<file path="config.mk">
export PLATFORM = sky130hd
export DESIGN_NAME = pad_source_index_mapper
export DESIGN_NICKNAME = d
export VERILOG_FILES = /design/src/rtl/psim_pkg.sv /design/src/rtl/psim_axis.sv /design/src/rtl/pad_source_index_mapper.sv
export SDC_FILE = /design/constraint.sdc
export NUM_CORES = 2
export LEC_CHECK = 0
export BUFFER_PORTS_ARGS = -buffer_cell sky130_fd_sc_hd__buf_2
export CAP_MARGIN = 20
export CORE_ASPECT_RATIO = 1.4
export CORE_UTILIZATION = 68
export DETAILED_ROUTE_END_ITERATION = 8
export HOLD_SLACK_MARGIN = 0.1
export PLACE_DENSITY_LB_ADDON = 0.2
export RECOVER_POWER = 25
export SYNTH_ARGS = -nofsm -noshare
export SYNTH_HDL_FRONTEND = slang
export SYNTH_SLANG_ARGS = --single-unit
</file>
<file path="constraint.sdc">
create_clock -name clk -period 13.9 [get_ports clk]
set_input_delay 2.78 -clock clk [delete_from_list [all_inputs] [get_ports clk]]
set_output_delay 2.78 -clock clk [all_outputs]
set_load 0.05 [all_outputs]
</file>
<file path="src/rtl/psim_pkg.sv">
// shared types and constants of the pad source index mapper
`default_nettype none
package psim_pkg;

  localparam int MAX_DIM = 4096;
  localparam int DIV_STEPS = 2;
  localparam int DIV_STAGES = 7;
  localparam int LATENCY = 12;

  localparam logic [1:0] MODE_CONSTANT = 2'd0;
  localparam logic [1:0] MODE_REFLECT  = 2'd1;
  localparam logic [1:0] MODE_EDGE     = 2'd2;
  localparam logic [1:0] MODE_WRAP     = 2'd3;

  localparam logic [2:0] REG_PAD_MODE   = 3'd0;
  localparam logic [2:0] REG_INPUT_ROWS = 3'd1;
  localparam logic [2:0] REG_INPUT_COLS = 3'd2;
  localparam logic [2:0] REG_PAD_TOP    = 3'd3;
  localparam logic [2:0] REG_PAD_BOTTOM = 3'd4;
  localparam logic [2:0] REG_PAD_LEFT   = 3'd5;
  localparam logic [2:0] REG_PAD_RIGHT  = 3'd6;

  localparam logic [1:0] ST_OK      = 2'd0;
  localparam logic [1:0] ST_OUTSIDE = 2'd1;
  localparam logic [1:0] ST_BAD_CFG = 2'd2;

  typedef struct packed {
    logic [11:0] coord;
    logic        pad;
    logic        outside;
    logic        bad;
  } axis_res_t;

  typedef struct packed {
    logic [13:0] rem;
    logic [13:0] dvd;
  } div_state_t;

  function automatic div_state_t div_step(div_state_t s, logic [12:0] dv);
    div_state_t  o;
    logic [13:0] t;
    o = s;
    for (int i = 0; i < DIV_STEPS; i++) begin
      t = {o.rem[12:0], o.dvd[13]};
      o.dvd = {o.dvd[12:0], 1'b0};
      if (t >= {1'b0, dv}) begin
        o.rem = t - {1'b0, dv};
      end else begin
        o.rem = t;
      end
    end
    return o;
  endfunction

endpackage
`default_nettype wire

</file>
<file path="src/rtl/psim_axis.sv">
// one axis: pad plan, pipelined remainder and coordinate mapping
`default_nettype none
module psim_axis (
  input  wire logic                clk,
  input  wire logic [1:0]          mode,
  input  wire logic [12:0]         dim,
  input  wire logic [13:0]         pad_head,
  input  wire logic [13:0]         pad_end,
  input  wire logic [13:0]         pos,
  output psim_pkg::axis_res_t      res
);

  localparam int DIV_N = psim_pkg::DIV_STAGES;

  // plan, refreshed every cycle from the registers
  logic signed [15:0] dim_s, pb_s, pe_s, cb, ce, posb, pose, od;
  logic signed [15:0] kept_s;
  logic               over, bad_w;
  logic [12:0]        lead_r, crop_r, kept_r, per_r;
  logic signed [15:0] odim_r;
  logic               bad_r;

  always_comb begin
    dim_s  = $signed({3'b0, dim});
    pb_s   = $signed({{2{pad_head[13]}}, pad_head});
    pe_s   = $signed({{2{pad_end[13]}}, pad_end});
    cb     = pb_s < 0 ? -pb_s : 16'sd0;
    ce     = pe_s < 0 ? -pe_s : 16'sd0;
    posb   = pb_s > 0 ? pb_s : 16'sd0;
    pose   = pe_s > 0 ? pe_s : 16'sd0;
    od     = dim_s + pb_s + pe_s;
    over   = (cb > dim_s) || (ce > dim_s - cb);
    kept_s = over ? 16'sd0 : dim_s - cb - ce;
    bad_w  = (od < 0) || (32'(dim) > psim_pkg::MAX_DIM);
    if (mode != psim_pkg::MODE_CONSTANT) begin
      if (over || (kept_s == 0 && od != 0)) begin
        bad_w = 1'b1;
      end
    end
    if (mode == psim_pkg::MODE_REFLECT && (posb != 0 || pose != 0)) begin
      if (!(kept_s >= 2 && posb < kept_s && pose < kept_s)) begin
        bad_w = 1'b1;
      end
    end
  end

  always_ff @(posedge clk) begin
    lead_r <= posb[12:0];
    crop_r <= cb[12:0];
    kept_r <= kept_s[12:0];
    per_r  <= (kept_s == 0) ? 13'd0 : 13'({kept_s[11:0] - 12'd1, 1'b0});
    odim_r <= od;
    bad_r  <= bad_w;
  end

  // stage 1: coordinate capture
  logic [13:0] pos1_r;
  always_ff @(posedge clk) begin
    pos1_r <= pos;
  end

  // stage 2: offset into the kept span, magnitude and divisor
  logic signed [15:0] inside_w;
  logic [15:0]        mag_w;
  logic signed [15:0] inside2_r;
  logic               neg2_r, outside2_r;
  logic [13:0]        mag2_r;
  logic [12:0]        div2_r;

  always_comb begin
    inside_w = $signed({2'b0, pos1_r}) - $signed({3'b0, lead_r});
    mag_w    = inside_w[15] ? 16'(-inside_w) : 16'(inside_w);
  end

  always_ff @(posedge clk) begin
    inside2_r  <= inside_w;
    neg2_r     <= inside_w[15];
    mag2_r     <= mag_w[13:0];
    outside2_r <= $signed({2'b0, pos1_r}) >= odim_r;
    div2_r     <= (mode == psim_pkg::MODE_REFLECT) ? per_r : kept_r;
  end

  // remainder pipeline
  psim_pkg::div_state_t ds_r  [DIV_N];
  logic signed [15:0]   din_r [DIV_N];
  logic                 dneg_r[DIV_N];
  logic                 dout_r[DIV_N];
  logic [12:0]          ddv_r [DIV_N];

  always_ff @(posedge clk) begin
    ds_r[0]   <= psim_pkg::div_step('{rem: 14'd0, dvd: mag2_r}, div2_r);
    din_r[0]  <= inside2_r;
    dneg_r[0] <= neg2_r;
    dout_r[0] <= outside2_r;
    ddv_r[0]  <= div2_r;
    for (int k = 1; k < DIV_N; k++) begin
      ds_r[k]   <= psim_pkg::div_step(ds_r[k-1], ddv_r[k-1]);
      din_r[k]  <= din_r[k-1];
      dneg_r[k] <= dneg_r[k-1];
      dout_r[k] <= dout_r[k-1];
      ddv_r[k]  <= ddv_r[k-1];
    end
  end

  // mapping stage
  logic [12:0]        r_w, m_w;
  logic signed [15:0] in_w;
  logic signed [15:0] kept_sw;
  logic [13:0]        coord_w;
  logic               pad_w;
  psim_pkg::axis_res_t res_r;

  always_comb begin
    in_w    = din_r[DIV_N-1];
    kept_sw = $signed({3'b0, kept_r});
    r_w     = ds_r[DIV_N-1].rem[12:0];
    if (dneg_r[DIV_N-1] && r_w != 13'd0) begin
      r_w = ddv_r[DIV_N-1] - r_w;
    end
    m_w     = (r_w >= kept_r) ? per_r - r_w : r_w;
    pad_w   = 1'b0;
    coord_w = 14'(crop_r);
    case (mode)
      psim_pkg::MODE_CONSTANT: begin
        pad_w   = (in_w < 0) || (in_w >= kept_sw);
        coord_w = 14'(crop_r) + in_w[13:0];
      end
      psim_pkg::MODE_WRAP: begin
        pad_w   = (kept_r == 13'd0);
        coord_w = 14'(crop_r) + 14'(r_w);
      end
      psim_pkg::MODE_EDGE: begin
        pad_w = (kept_r == 13'd0);
        if (in_w < 0) begin
          coord_w = 14'(crop_r);
        end else if (in_w >= kept_sw) begin
          coord_w = 14'(crop_r) + 14'(kept_r) - 14'd1;
        end else begin
          coord_w = 14'(crop_r) + in_w[13:0];
        end
      end
      psim_pkg::MODE_REFLECT: begin
        pad_w = (kept_r == 13'd0);
        if (kept_r == 13'd1) begin
          coord_w = 14'(crop_r);
        end else begin
          coord_w = 14'(crop_r) + 14'(m_w);
        end
      end
      default: begin
        pad_w = 1'b1;
      end
    endcase
  end

  always_ff @(posedge clk) begin
    res_r.coord   <= coord_w[11:0];
    res_r.pad     <= pad_w;
    res_r.outside <= dout_r[DIV_N-1];
    res_r.bad     <= bad_r;
  end

  assign res = res_r;

endmodule
`default_nettype wire

</file>
<file path="src/rtl/pad_source_index_mapper.sv">
// top level of the pad source index mapper
//
//   port group  dir  beat marked by
//   in_*        in   start high with busy low
//   out_*       out  out_valid, one cycle, no back pressure
//   cfg_*       in   cfg_we
//
// one beat enters per cycle; its result passes the capture, offset, remainder, mapping, product and output registers
// the seven-stage remainder pipeline of each axis makes up most of that path
// busy stays low, the pipeline always advances
// reset clears the config registers and the valid bits, in-flight beats are dropped
`default_nettype none
module pad_source_index_mapper (
  input  wire logic        clk,
  input  wire logic        rst_n,
  input  wire logic        start,
  output      logic        busy,
  input  wire logic [13:0] in_out_row,
  input  wire logic [13:0] in_out_col,
  output      logic        out_valid,
  output      logic [11:0] out_src_row,
  output      logic [11:0] out_src_col,
  output      logic [23:0] out_source_index,
  output      logic        out_is_pad,
  output      logic [1:0]  out_status,
  input  wire logic        cfg_we,
  input  wire logic [2:0]  cfg_index,
  input  wire logic [13:0] cfg_data
);

  localparam int LAT = psim_pkg::LATENCY;

  logic [1:0]  pad_mode_r;
  logic [12:0] input_rows_r, input_cols_r;
  logic [13:0] pad_top_r, pad_bottom_r, pad_left_r, pad_right_r;

  always_ff @(posedge clk) begin
    if (!rst_n) begin
      pad_mode_r   <= '0;
      input_rows_r <= '0;
      input_cols_r <= '0;
      pad_top_r    <= '0;
      pad_bottom_r <= '0;
      pad_left_r   <= '0;
      pad_right_r  <= '0;
    end else if (cfg_we) begin
      case (cfg_index)
        psim_pkg::REG_PAD_MODE:   pad_mode_r   <= cfg_data[1:0];
        psim_pkg::REG_INPUT_ROWS: input_rows_r <= cfg_data[12:0];
        psim_pkg::REG_INPUT_COLS: input_cols_r <= cfg_data[12:0];
        psim_pkg::REG_PAD_TOP:    pad_top_r    <= cfg_data;
        psim_pkg::REG_PAD_BOTTOM: pad_bottom_r <= cfg_data;
        psim_pkg::REG_PAD_LEFT:   pad_left_r   <= cfg_data;
        psim_pkg::REG_PAD_RIGHT:  pad_right_r  <= cfg_data;
        default: begin
        end
      endcase
    end
  end

  assign busy = 1'b0;

  logic [LAT-1:0] vld_r;
  always_ff @(posedge clk) begin
    if (!rst_n) begin
      vld_r <= '0;
    end else begin
      vld_r <= {vld_r[LAT-2:0], start & ~busy};
    end
  end

  psim_pkg::axis_res_t row_res, col_res;

  psim_axis u_row (
    .clk       (clk),
    .mode      (pad_mode_r),
    .dim       (input_rows_r),
    .pad_head  (pad_top_r),
    .pad_end   (pad_bottom_r),
    .pos       (in_out_row),
    .res       (row_res)
  );

  psim_axis u_col (
    .clk       (clk),
    .mode      (pad_mode_r),
    .dim       (input_cols_r),
    .pad_head  (pad_left_r),
    .pad_end   (pad_right_r),
    .pos       (in_out_col),
    .res       (col_res)
  );

  // product stage
  logic [24:0] prod_r;
  logic [11:0] srow_r, scol_r;
  logic [1:0]  st_r;
  logic        pad_r;
  logic [1:0]  st_w;

  always_comb begin
    if (row_res.bad || col_res.bad) begin
      st_w = psim_pkg::ST_BAD_CFG;
    end else if (row_res.outside || col_res.outside) begin
      st_w = psim_pkg::ST_OUTSIDE;
    end else begin
      st_w = psim_pkg::ST_OK;
    end
  end

  always_ff @(posedge clk) begin
    prod_r <= row_res.coord * input_cols_r;
    srow_r <= row_res.coord;
    scol_r <= col_res.coord;
    st_r   <= st_w;
    pad_r  <= row_res.pad || col_res.pad;
  end

  // output stage
  logic [23:0] idx_r;
  logic [11:0] orow_r, ocol_r;
  logic        opad_r;
  logic [1:0]  ost_r;
  logic [24:0] sum_w;
  logic        use_w;

  always_comb begin
    sum_w = prod_r + 25'(scol_r);
    use_w = (st_r == psim_pkg::ST_OK) && !pad_r;
  end

  always_ff @(posedge clk) begin
    idx_r  <= use_w ? sum_w[23:0] : 24'd0;
    orow_r <= use_w ? srow_r : 12'd0;
    ocol_r <= use_w ? scol_r : 12'd0;
    opad_r <= (st_r == psim_pkg::ST_OK) && pad_r;
    ost_r  <= st_r;
  end

  assign out_valid        = vld_r[LAT-1];
  assign out_src_row      = orow_r;
  assign out_src_col      = ocol_r;
  assign out_source_index = idx_r;
  assign out_is_pad       = opad_r;
  assign out_status       = ost_r;

endmodule
`default_nettype wire

</file>
After elaboration in Yosys (flattened, before gate mapping)
Memories as Yosys holds them, arrays and structs flattened. A register that Yosys moved wholly into a read port is not among the register bits. Index checks and enable logic that the tools add are counted.

Memory bits (writable): 798. Memories: 10. Input port bits: 49. Flip-flop bits (word level): 478. Logic and storage cells: 306. Latch bits: 0. ROM bits: 0. Output and inout port bits: 53.

$mul: 1. Div/mod/pow operators: 0. Bitwise operators: 0. Mux-type cells: 65. Equal/unequal tests: 11. $lt $le $gt $ge: 58. Shift-type cells: 0. Add/subtract/negate cells: 61. Reductions and logical operators: 50.

Memory list: u_col.ds_r (depth 7, bits a word 26, read ports 7, clocked after memory_dff 0, write ports 7, line psim_axis.sv:84) `psim_pkg::div_state_t ds_r [DIV_N];`; u_row.ds_r (depth 7, bits a word 26, read ports 7, clocked after memory_dff 0, write ports 7, line psim_axis.sv:84); u_col.din_r (depth 7, bits a word 16, read ports 7, clocked after memory_dff 0, write ports 7, line psim_axis.sv:85) `logic signed [15:0] din_r [DIV_N];`; u_row.din_r (depth 7, bits a word 16, read ports 7, clocked after memory_dff 0, write ports 7, line psim_axis.sv:85); u_col.ddv_r (depth 7, bits a word 13, read ports 7, clocked after memory_dff 0, write ports 7, line psim_axis.sv:88) `logic [12:0] ddv_r [DIV_N];`; u_row.ddv_r (depth 7, bits a word 13, read ports 7, clocked after memory_dff 0, write ports 7, line psim_axis.sv:88); 4 more memories.

Operators by type and width (count): 14-bit by 13-bit greater-or-equal comparator with 1-bit output (26); 13-bit two-way mux (18); 14-bit two-way mux (16); 14-bit by 13-bit subtractor with 14-bit output (14); 32-bit nonzero test (6); 13-bit subtractor (14); 16-bit two-way mux (10); 12-bit adder (8); 12-bit two-way mux (8); 12-bit one-hot mux with 4 select lines (2); 32-bit logical NOT (2); 16-bit by 1-bit less-than comparator with 1-bit output, second input constant (4); 16-bit less-than comparator (4); 14-bit negator with 16-bit output (4); 14-bit by 1-bit > comparator with 1-bit output, second input constant (4); 14-bit by 1-bit less-than comparator with 1-bit output, second input constant (4); 12-bit by 1-bit subtractor with 12-bit output, second input constant (4); 15-bit by 14-bit adder with 16-bit output (2); 15-bit by 16-bit greater-or-equal comparator with 1-bit output (2); 16-bit by 14-bit greater-or-equal comparator with 1-bit output (2); 16-bit by 3-bit greater-or-equal comparator with 1-bit output, second input constant (2); 16-bit by 14-bit > comparator with 1-bit output (2); 16-bit > comparator (2); 14-bit by 16-bit subtractor with 16-bit output (2); 29 further kinds (84).

Logic depth before layout (Yosys ltp)
Depth after elaboration: 13. Depth in mapped cells: 34. Gate-level depth less buffers: 33.

Hierarchy
From an unflattened synthesis, not the netlist that was laid out.

Cells, all modules: 7965. Area total of the unflattened synthesis: 69963.4 um^2.

By module, submodules not included: psim_axis at u_col (area each 29603.4 um^2, times used 1, cells each 3384, sequential area each 9369.0 um^2); psim_axis at u_row (area each 28695.0 um^2, times used 1, cells each 3286, sequential area each 9369.0 um^2); pad_source_index_mapper (area each 11664.9 um^2, times used 1, cells each 1295, sequential area each 3963.8 um^2).

Least setup slack after synthesis
No wires, ideal clock.

Kind: register to register. Start: register pad_top_r[13]. End: register u_row.bad_r. Slack: 7.317 ns. Data required time: 13.764 ns. Clock period less this slack: 6.583 ns. Arrival: 6.447 ns. Setup time: 0.136 ns. Path buffers: 4. Stages on the path, launching flop included: 32. Path through: dfxtp_1 clkbuf_1 clkbuf_1 nand2_1 ha_1 nor2b_1 o21ai_0 a21boi_0 o21ai_0 a21boi_0 o21ai_0 a21oi_1 or3_1 xor2_1 ha_1 and2_1 a2111oi_1 o211ai_1 nor3b_1 clkbuf_1 buf_1 nand2_1 ha_1 a21o_1 a21o_1 a21oi_1 o311ai_0 nor4_1 a21oi_1 mux2_2 nor4_1 o211ai_1.

Longest elaborated chain between the ends: 13. Elaborated cells on any way between the ends: 31. Those cells by class: add/sub: 5; order compare: 8; mux: 7; reduce/logical: 11.

RTL lines: start: declaration (line pad_source_index_mapper.sv:35) `logic [13:0] pad_top_r, pad_bottom_r, pad_left_r, pad_right_r;`; start signal: assignment (line pad_source_index_mapper.sv:51) `psim_pkg::REG_PAD_TOP: pad_top_r <= cfg_data;`; branches (longest 12 deep; another with 14-bit negator with 16-bit output); 1-bit two-way mux * (line psim_axis.sv:40) `if (mode == psim_pkg::MODE_REFLECT && (posb != 0 || pose != 0)) begin`; net u_row.bad_w (line psim_axis.sv:18) `logic over, bad_w;`; end signal: assignment (line psim_axis.sv:53) `bad_r <= bad_w;`; end: declaration (line psim_axis.sv:21) `logic bad_r;`.

Mark *: on every way through the listed nets, which the timed path passes. A chain may end at the register's enable or synchronous reset.

Worst setup path after layout
Start: register pad_left_r[13]. End: register u_col.bad_r.

Longest elaborated chain between the ends: 13. Elaborated cells on any way between the ends: 31. Those cells by class: add/sub: 5; order compare: 8; mux: 7; reduce/logical: 11.

RTL lines: start: declaration (line pad_source_index_mapper.sv:35); start signal: assignment (line pad_source_index_mapper.sv:53) `psim_pkg::REG_PAD_LEFT: pad_left_r <= cfg_data;`; 14-bit by 1-bit less-than comparator with 1-bit output * (line psim_axis.sv:27) `cb = pb_s < 0 ? -pb_s : 16'sd0;`; 16-bit two-way mux * (line psim_axis.sv:27); net u_col.cb[0] (line psim_axis.sv:16) `logic signed [15:0] dim_s, pb_s, pe_s, cb, ce, posb, pose, od;`; branches (longest 10 deep; another with 14-bit by 16-bit subtractor with 16-bit output); 1-bit two-way mux * (line psim_axis.sv:40); net u_col.bad_w (line psim_axis.sv:18); end signal: assignment (line psim_axis.sv:53); end: declaration (line psim_axis.sv:21).

Marked as above.

==> results by group <==
Outcome
  • Outcome: completed

Setup path
  • R2r startpoint: pad_left_r[13]
  • Worst path required time: 14470 ps
  • Worst path slowest cell: dfxtp_1
  • Setup crit end kind: register
  • Setup crit start kind: register
  • CP arrival: 8450 ps
  • Crit path from: pad_left_r[13]
  • R2r endpoint: u_col.bad_r
  • R2R depth: 30
  • Register-to-register setup slack: 6020 ps
  • Crit-path max FO: 26
  • Most frequent CP cell: o21ai_0
  • Crit Path Category: register to register
  • Critical Path Stages: 30
  • End of the critical path: u_col.bad_r
  • Largest delay contributor family on the critical path: compound AO/OA/AOI/OAI gates
  • Buf/Inv on CP: 1
  • Crit-path max cell delay: 880 ps

Clock tree
  • Num CTS Buffers: 103
  • H-tree Lvls: 3
  • Reg clk slew, reported paths: 70 ps
  • CTS resizes: 0
  • Maximum clock path buffer count: 3
  • Hold_buf cts: 0
  • Worst skew pair latency: 720 ps
  • Clock Sinks: 1134
  • CTS tree: yes
  • CTS Root Cell: clkbuf_16
  • Post-CTS Setup Inserts: 0

STA
  • Fin. max-slew vios: 0
  • RSZ-0062 raised after global routing: false
  • Hold Violations, Final: 0
  • Max_slew headroom: 23.61%
  • Fin crit share: 56.71%
  • Post-layout min period: 7882 ps
  • Max frequency: 0.1269 GHz
  • Final worst slack: 6018 ps
  • Setup TNS: 0 ps
  • Skew final: 26.75 ps
  • Worst-Margin Slew: 1134 ps
  • Setup-failing EPs final: 0

Route
  • Residual DRC: 0
  • Routed WL: 186.9 mm
  • TritonRoute pass-1 iters: 6
  • Remaining antenna violation count: 0
  • DR WL/cell: 19.90 um
  • Vias/cell: 5.972
  • Initial DRC Count: 3449
  • Routed via count: 56099

Cells and area
  • Area of the multi-input gates: 42850 um^2
  • Layout area overhead: 8.149%
  • NumNets Final: 9031
  • Commonest non-fill, non-tap cells in the layout: dfxtp_1 (1133), inv_1 (855), ha_1 (832)
  • Fin util: 74.17%
  • Reg area: 22700 um^2
  • Fillers: 7509
  • Layout cells sized above 1: 6.914%
  • Commonest non-fill, non-tap cell in the layout: dfxtp_1

Flow run
  • Max cap viols: 0

Floorplan
  • CORE AREA: 101000 um^2
  • Die ar.: 103200 um^2
  • Starting Density: 68.59%
  • Top Ports: 102
  • Die width: 271.8 um
  • Die Y: 379.7 um
  • Site row count: 138

Synth
  • Syn Area/Cell: 8.812 um^2
  • Number of synthesized flops with an enable pin: 0
  • Prevailing post-synth register cell: dfxtp_1
  • Yosys reg bits: 1134
  • Distinct cells, synth: 95
  • Asr flop ratio synth: 0%
  • Synth Warn #: 0
  • Sequential area share after synthesis: 32.77%
  • Post-Synthesis Cells: 7862
  • Post-Syn Area: 69280 um^2

GRT
  • Largest net degree at the start of global routing: 97
  • GRT Residual Overflow: 0
  • GRT Total Usage: 35.75%
  • Initial antenna violation count: 6
  • Global-route wire length before repair: 293.1 mm
  • Vias in the first global route: 56871

Placement
  • Post-DP HPWL: 147.5 mm
  • Gp weighted congestion: 1.025
  • Dpl ws: 6200 ps
  • # port buffers: 100

Hold path
  • Worst hold path class: register to register
  • Hold Path Depth: 0
==> logic make-up (layout without fill, tap and decap cells) <==
| kind of cell | count (synthesis) | count (layout) | share of synthesized area [%] |
|---|---|---|---|
| compound gates | 1677 | 1677 | 15.53 |
| other cells | 2 | 25 | 0.01084 |
| flops | 1134 | 1134 | 32.77 |
| fa+ha+maj | 1014 | 1014 | 20.29 |
| buf+inv | 1006 | 1185 | 5.498 |
| mux | 266 | 266 | 4.232 |
| simple gates | 2292 | 2292 | 15.70 |
| xor+xnor | 471 | 471 | 5.976 |
==> synth_stat cells, types with 51 or more instances <==
cell / count / area, um^2
mux2i_1: 51 / 510.5
a211oi_1: 53 / 397.9
xor2_1: 120 / 1051
ha_1: 832 / 10410
a21o_1: 157 / 1179
and2_1: 147 / 919.6
or3_1: 73 / 456.7
nand4_1: 80 / 500.5
nor3_1: 177 / 885.9
dfxtp_1: 1134 / 22700
clkbuf_1: 126 / 473.0
nor4_1: 58 / 362.9
xnor2_1: 350 / 3065
nand3_1: 130 / 650.6
nand2_1: 692 / 2597
a21oi_1: 409 / 2047
nor2b_1: 159 / 994.7
nand2b_1: 62 / 387.9
inv_1: 855 / 3209
nor2_1: 590 / 2215
a21boi_0: 158 / 1186
mux2_2: 179 / 2016
fa_1: 182 / 3643
o21a_1: 66 / 495.5
o21ai_0: 410 / 2052
==> worst register-to-register path, delay by kind of cell (launching register included) <==
family	cells	cell delay, ps
AO/OA/AOI/OAI	18	3790
XOR/XNOR	1	170
adder cells (fa/ha/maj)	3	980
buffers and inverters	1	150
flip-flops	1	880
AND/OR/NAND/NOR	7	1760
==> registers in the layout, summed over array words and instances (netlist names), 15 cells and up <==
register / cells
u_col.ds_r: 132
u_row.ds_r: 129
u_row.din_r: 103
u_col.din_r: 100
u_col.ddv_r: 91
u_row.ddv_r: 91
out_source_index: 24
prod_r: 24
u_col.odim_r: 16
u_row.odim_r: 16
u_col.inside2_r: 15
u_col.res: 15
u_row.inside2_r: 15
u_row.res: 15
==> per-layer routing <==
layer	GRT usage, %	wire length [um]	vias to the layer above
met2	63.72	92570	1677
met5	0	0	-
met4	25.00	14210	0
met3	4.132	8186	650
met1	39.32	71970	26522
li1	-	-	27250
==> metrics by stage <==
stage | hold slack [ps] | cell area [um^2] | std cells
2_1_floorplan | 309.6 | 69330 | 7877
3_3_place_gp | 309.6 | 71170 | 9189
3_5_place_dp | 312.1 | 71180 | 9190
4_1_cts | 313.3 | 74880 | 9383
5_1_grt | 322.3 | 74910 | 9389
6_report | 314.9 | 74920 | 9394
==> cell type report <==
| cell class | instances | area share (%) |
|---|---|---|
| Inverter | 857 | 4.294 |
| Clock inverter | 67 | 1.154 |
| Antenna cell | 8 | 0.02672 |
| Tap cell | 1330 | 2.221 |
| Multi-Input combinational cell | 5737 | 57.20 |
| Sequential cell | 1134 | 30.30 |
| Clock buffer | 126 | 3.788 |
| Timing Repair Buffer | 135 | 1.019 |
==> worst min-delay path by stage <==
stage                                     to          startpoint  slack, ps
final                      u_col.din_r[1][2]   u_col.din_r[0][2]        310
after global routing      u_col.din_r[6][11]  u_col.din_r[5][11]        320
after CTS                 u_col.din_r[6][11]  u_col.din_r[5][11]        310
after detailed placement   u_col.din_r[2][2]   u_col.din_r[1][2]        310
after global placement    u_row.din_r[4][11]  u_row.din_r[3][11]        310
after floorplan                    scol_r[0]        u_col.res[3]        310
Power is not shown: default switching activity piles up to over one toggle a cycle in this logic, so the estimate is an artifact.
